[src/rtl/smc_pkg.sv]
// Package for the static matrix condensation core: command, register index,
// result kind and arithmetic request types shared by the core and its units.
// No dependencies.
package smc_pkg;

    typedef enum logic [1:0] {
        CMD_LOAD_K = 2'd0,
        CMD_LOAD_M = 2'd1,
        CMD_START  = 2'd2,
        CMD_READ   = 2'd3
    } cmd_t;

    localparam logic [1:0] REG_FULL_SIZE   = 2'd0;
    localparam logic [1:0] REG_KEPT_SIZE   = 2'd1;
    localparam logic [1:0] REG_MASS_ENABLE = 2'd2;

    localparam logic RK_READ = 1'b0;
    localparam logic RK_DONE = 1'b1;

    typedef enum logic {
        OP_MUL   = 1'b0,
        OP_RECIP = 1'b1
    } arith_op_t;

    typedef struct packed {
        logic      start;
        arith_op_t op;
    } arith_req_t;

endpackage

[src/rtl/smc_arith.sv]
// Multi-cycle Q32.32 arithmetic unit: rounded saturating product from four
// 32x32 partial products, and rounded reciprocal by restoring division.
// Depends on smc_pkg.
module smc_arith import smc_pkg::*; #(
    parameter int VALUE_WIDTH = 64
) (
    input  logic               aclk,
    input  logic               aresetn,
    input  arith_req_t         req,
    input  logic signed [63:0] op_a,
    input  logic signed [63:0] op_b,
    output logic               done,
    output logic signed [63:0] result
);

    localparam logic [63:0] VMAX = (64'd1 << (VALUE_WIDTH - 1)) - 64'd1;
    localparam logic [63:0] LIM  = VMAX + 64'd1;

    typedef enum logic [4:0] {
        A_IDLE = 5'b00001,
        A_MUL  = 5'b00010,
        A_DIV  = 5'b00100,
        A_RND  = 5'b01000,
        A_FIN  = 5'b10000
    } astate_t;

    astate_t            state_reg, state_next;
    logic [6:0]         cnt_reg, cnt_next;
    logic [63:0]        ua_reg, ua_next;
    logic [63:0]        ub_reg, ub_next;
    logic               neg_reg, neg_next;
    logic [63:0]        pp_reg, pp_next;
    logic [127:0]       acc_reg, acc_next;
    logic [64:0]        rem_reg, rem_next;
    logic [64:0]        quo_reg, quo_next;
    logic [64:0]        mag_reg, mag_next;
    logic signed [63:0] res_reg, res_next;
    logic               done_reg, done_next;

    logic [63:0]  a_mag, b_mag;
    logic [31:0]  a_half, b_half;
    logic [63:0]  pp_prod;
    logic [1:0]   prev;
    logic [127:0] addend, acc_sum;
    logic [64:0]  rem_sh, rem_sub;
    logic         rem_ge, rnd_up;
    logic [63:0]  fin_mag;

    assign a_mag   = op_a[63] ? (64'd0 - 64'(op_a)) : 64'(op_a);
    assign b_mag   = op_b[63] ? (64'd0 - 64'(op_b)) : 64'(op_b);
    assign a_half  = cnt_reg[1] ? ua_reg[63:32] : ua_reg[31:0];
    assign b_half  = cnt_reg[0] ? ub_reg[63:32] : ub_reg[31:0];
    assign pp_prod = {32'd0, a_half} * {32'd0, b_half};
    assign prev    = cnt_reg[1:0] - 2'd1;
    assign acc_sum = acc_reg + addend;
    assign rem_sh  = {rem_reg[63:0], (cnt_reg == 7'd0)};
    assign rem_ge  = rem_sh >= {1'b0, ua_reg};
    assign rem_sub = rem_sh - {1'b0, ua_reg};
    assign rnd_up  = {rem_reg, 1'b0} >= {2'b00, ua_reg};

    always_comb begin
        unique case (prev)
            2'd0:    addend = {64'd0, pp_reg};
            2'd1,
            2'd2:    addend = {32'd0, pp_reg, 32'd0};
            default: addend = {pp_reg, 64'd0};
        endcase
    end

    always_comb begin
        if (neg_reg) begin
            fin_mag = (mag_reg > {1'b0, LIM}) ? LIM : mag_reg[63:0];
        end else begin
            fin_mag = (mag_reg > {1'b0, VMAX}) ? VMAX : mag_reg[63:0];
        end
    end

    always_comb begin
        state_next = state_reg;
        cnt_next   = cnt_reg;
        ua_next    = ua_reg;
        ub_next    = ub_reg;
        neg_next   = neg_reg;
        pp_next    = pp_reg;
        acc_next   = acc_reg;
        rem_next   = rem_reg;
        quo_next   = quo_reg;
        mag_next   = mag_reg;
        res_next   = res_reg;
        done_next  = 1'b0;
        unique case (state_reg)
            A_IDLE: begin
                if (req.start) begin
                    ua_next  = a_mag;
                    ub_next  = b_mag;
                    cnt_next = 7'd0;
                    if (req.op == OP_MUL) begin
                        neg_next   = op_a[63] ^ op_b[63];
                        acc_next   = 128'h8000_0000;
                        state_next = A_MUL;
                    end else if (op_a == 64'sd0) begin
                        res_next  = 64'sd0;
                        done_next = 1'b1;
                    end else begin
                        neg_next   = op_a[63];
                        rem_next   = 65'd0;
                        quo_next   = 65'd0;
                        state_next = A_DIV;
                    end
                end
            end
            A_MUL: begin
                if (cnt_reg == 7'd4) begin
                    mag_next   = {|acc_sum[127:96], acc_sum[95:32]};
                    state_next = A_FIN;
                end else begin
                    pp_next = pp_prod;
                    if (cnt_reg != 7'd0) begin
                        acc_next = acc_sum;
                    end
                    cnt_next = cnt_reg + 7'd1;
                end
            end
            A_DIV: begin
                rem_next = rem_ge ? rem_sub : rem_sh;
                quo_next = {quo_reg[63:0], rem_ge};
                cnt_next = cnt_reg + 7'd1;
                if (cnt_reg == 7'd64) begin
                    state_next = A_RND;
                end
            end
            A_RND: begin
                mag_next   = quo_reg + {64'd0, rnd_up};
                state_next = A_FIN;
            end
            A_FIN: begin
                res_next   = neg_reg ? signed'(64'd0 - fin_mag) : signed'(fin_mag);
                done_next  = 1'b1;
                state_next = A_IDLE;
            end
            default: begin
                state_next = A_IDLE;
            end
        endcase
    end

    always_ff @(posedge aclk) begin
        if (!aresetn) begin
            state_reg <= A_IDLE;
            done_reg  <= 1'b0;
        end else begin
            state_reg <= state_next;
            done_reg  <= done_next;
        end
    end

    always_ff @(posedge aclk) begin
        cnt_reg <= cnt_next;
        ua_reg  <= ua_next;
        ub_reg  <= ub_next;
        neg_reg <= neg_next;
        pp_reg  <= pp_next;
        acc_reg <= acc_next;
        rem_reg <= rem_next;
        quo_reg <= quo_next;
        mag_reg <= mag_next;
        res_reg <= res_next;
    end

    assign done   = done_reg;
    assign result = res_reg;

endmodule

[config.mk]
export PLATFORM = sky130hd
export DESIGN_NAME = smc_arith
export DESIGN_NICKNAME = d
export VERILOG_FILES = /design/src/rtl/smc_pkg.sv /design/src/rtl/smc_arith.sv
export SDC_FILE = /design/constraint.sdc
export NUM_CORES = 2
export LEC_CHECK = 0
export BUFFER_PORTS_ARGS = -buffer_cell sky130_fd_sc_hd__buf_2
export CAP_MARGIN = 0
export CORE_MARGIN = 2
export CORE_UTILIZATION = 47
export CTS_BUF_LIST = sky130_fd_sc_hd__clkbuf_2
export DETAILED_ROUTE_END_ITERATION = 8
export PLACE_DENSITY_LB_ADDON = 0.05
export SKIP_LAST_GASP = 1
export SYNTH_ARGS = -nofsm -noshare
export SYNTH_HDL_FRONTEND = slang
export SYNTH_SLANG_ARGS = --single-unit
export TNS_END_PERCENT = 30
[constraint.sdc]
create_clock -name aclk -period 10.6 [get_ports aclk]
set_input_delay 1.59 -clock aclk [delete_from_list [all_inputs] [get_ports aclk]]
set_output_delay 1.59 -clock aclk [all_outputs]
set_load 0.02 [all_outputs]
==> key figures <==
Timing
  • Setup tns final: 0 ns
  • Worst rel slew slack: 20.8%
  • Final hold vios: 0
  • Share of the clock period used by the worst path: 95.7%
  • Setup-failing EPs final: 0
  • Clock skew: 0.166 ns
  • Fmax: 98.5 MHz
  • Fin crit period: 10.15 ns
  • Worst-margin pin slew: 1.19 ns
  • RSZ-0062 raised after global routing: no
  • Slew Viols, Final: 0

Placed design
  • Dpl hpwl: 224 mm
  • PortBufs: 196
  • Placer congestion estimate: 1.01

Drt
  • Routed Antenna Nets: 0
  • Vias per inst: 5.90
  • Wirelength per Cell: 26.4 µm
  • Final wirelength: 281 mm
  • 1st-iter DRT viols: 5915
  • Drt pass-1 iters: 9
  • Routed via count: 62798
  • DRC Markers: 0

Min path
  • HP Start: op_b[19]
  • Hold Crit Class: primary input to flip-flop
  • Worst min-delay path endpoint: ub_reg[19]
  • Hold Crit Depth: 2

Synthesis
  • Post-synth top cells: 1083 x nor2_1, 1035 x inv_1, 923 x nand2_1
  • Synth async-reset ratio: 0%
  • Post-synth cell types: 81
  • FF+latch count, synth: 593
  • Synth area leader: fa_1
  • Top_reg_cell synth: edfxtp_1
  • Ys Warns: 0
  • Register area share after synthesis: 24.0%
  • Largest cells by area after synthesis: fa_1 24%, edfxtp_1 24%, ha_1 7.8%
  • Syn_nets: 9778
  • Synth Cell Area: 0.0739 mm²
  • Syn avg cell area: 8.91 µm²
  • Top-count cell post-synth: nor2_1
  • Post-Syn Instances: 8286
  • Number of synthesized flops with an enable pin: 587
  • Top cell type's share of synthesized area: 24.3%

Setup path
  • CP max-delay cell: a21boi_2
  • Reg-to-reg startpoint: cnt_reg[1]
  • Worst reg-to-reg path cell count: 31
  • Worst path required time: 11.93 ns
  • CP endpoint kind: flip-flop
  • Most used cell, CP: fa_1
  • Register-to-register setup slack: 0.45 ns
  • Worst path arrival time: 11.47 ns
  • Max incr delay on CP: 0.61 ns
  • Crit path max fanout: 28
  • CP Launch Type: flip-flop
  • Worst reg2reg endpoint: pp_reg[63]
  • Worst Setup Path Type: flip-flop to flip-flop

Floorplan
  • Number of cell rows: 145
  • Die footprint: 0.160 mm²
  • Core area: 0.156 mm²
  • Initial core utilization: 47.3%
  • Chip Width: 400 µm
  • Die Y: 400 µm
  • Ports: 197

Clock tree
  • H-tree depth: 4
  • Bufs on Longest Clock Path: 3
  • TritonCTS sink count: 593
  • Clock slew at the register clock pins of the worst setup and hold paths: 0.11 ns
  • Post-CTS Setup Inserts: 0
  • Clock root cell: clkbuf_2
  • CTS tree: built
  • Num CTS Buffers: 168
  • Worst-skew pair later-pin latency: 1.71 ns

Layout
  • Nets@finish: 9944
  • Synth-to-Final Area Change: 7.56%
  • Max reg flops: 128
  • Layout cells sized above 1: 9.23%
  • Number of fill cells: 15119

Global routing
  • Total GRT Usage: 34.8%
  • Antenna violations before repair: 12
  • Vias in the first global route: 62947
  • First-pass GRT wire length: 412 mm
  • Gr ovfl total: 0
  • Largest net degree at the start of global routing: 118

Run status
  • Status: finished, final reports clean

Flow run
  • Max Cap Viol: 0
metal layers:
metal,up-vias,part of all wire [%],GRT usage [%]
met4,2,6.3,19.1
met1,31167,40,44.7
li1,28104,-,-
met5,-,0.0036,0
met2,2857,46,55.3
met3,668,8.0,7.00
how the worst max path moves through the flow:
stage / start / to / slack, ns / depth (start not counted)
2_1_floorplan: cnt_reg[0] / pp_reg[60] / 1.05 / 33
4_1_cts: cnt_reg[1] / pp_reg[60] / 0.41 / 30
3_5_place_dp: cnt_reg[1] / pp_reg[60] / 0.49 / 30
5_1_grt: cnt_reg[1] / pp_reg[63] / 0.05 / 31
6_report: cnt_reg[1] / pp_reg[63] / 0.45 / 31
3_3_place_gp: cnt_reg[1] / pp_reg[60] / 0.61 / 30
logic make-up after synthesis:
logic type	after synthesis	share of synthesized area [%]
compound gates	1582	13.4
mux	76	1.08
xor+xnor	429	5.09
flops	593	24.0
simple gates	2810	17.0
fa+ha+maj	1360	32.2
buf+inv	1436	7.30
critical path, delay by kind of cell (launching register included):
kind / cells / cell delay, ns
simple gates: 3 / 0.41
xor+xnor: 1 / 0.14
fa+ha+maj: 9 / 4.30
compound gates: 12 / 3.77
buf+inv: 6 / 0.81
flops: 1 / 0.43
area by class of cell:
type / instances / area, µm² / share of cell area (%)
multi-input cells: 6257 / 51100 / 64.3
flip-flops and latches: 593 / 17700 / 22.3
inverters: 1036 / 3890 / 4.90
repair buffers: 396 / 2580 / 3.25
well taps: 2058 / 2570 / 3.24
clock buffers: 222 / 1110 / 1.40
clock inverters: 68 / 397 / 0.499
diodes: 15 / 37.5 / 0.0473
placed cells by master (no fill, tap or decap), types with 152 or more instances in the layout:
cell type	n
nand2_1	923
buf_4	189
buf_2	196
edfxtp_1	587
nor2_1	1081
clkbuf_2	222
xnor2_1	304
ha_1	461
and2_1	160
a21o_1	152
fa_1	898
inv_1	1034
o21ai_0	390
a21oi_1	467
repair_timing:
action / CTS / global route
hold buffers: 4 / 0
hold endpoints to repair: 9 / 0
setup endpoints to repair: 0 / 2
gates resized for setup: 0 / 3
metrics by stage:
step | utilization (%) | std cells | setup slack (ns) | area, µm² | hold slack (ns)
after floorplan | - | 8286 | 1.05 | 73900 | 0.532
after global placement | 49.8 | 10336 | 0.614 | 77800 | 0.558
after detailed placement | 49.8 | 10336 | 0.487 | 77800 | 0.578
after CTS | 50.8 | 10630 | 0.409 | 79400 | 0.00681
after global routing | 50.8 | 10635 | 0.0495 | 79400 | 0.0947
final | 50.9 | 10645 | 0.453 | 79400 | 0.215
Power is left out: the tool's default activity adds up to more than one toggle a clock period on the data nets, which glitch-free logic cannot reach.
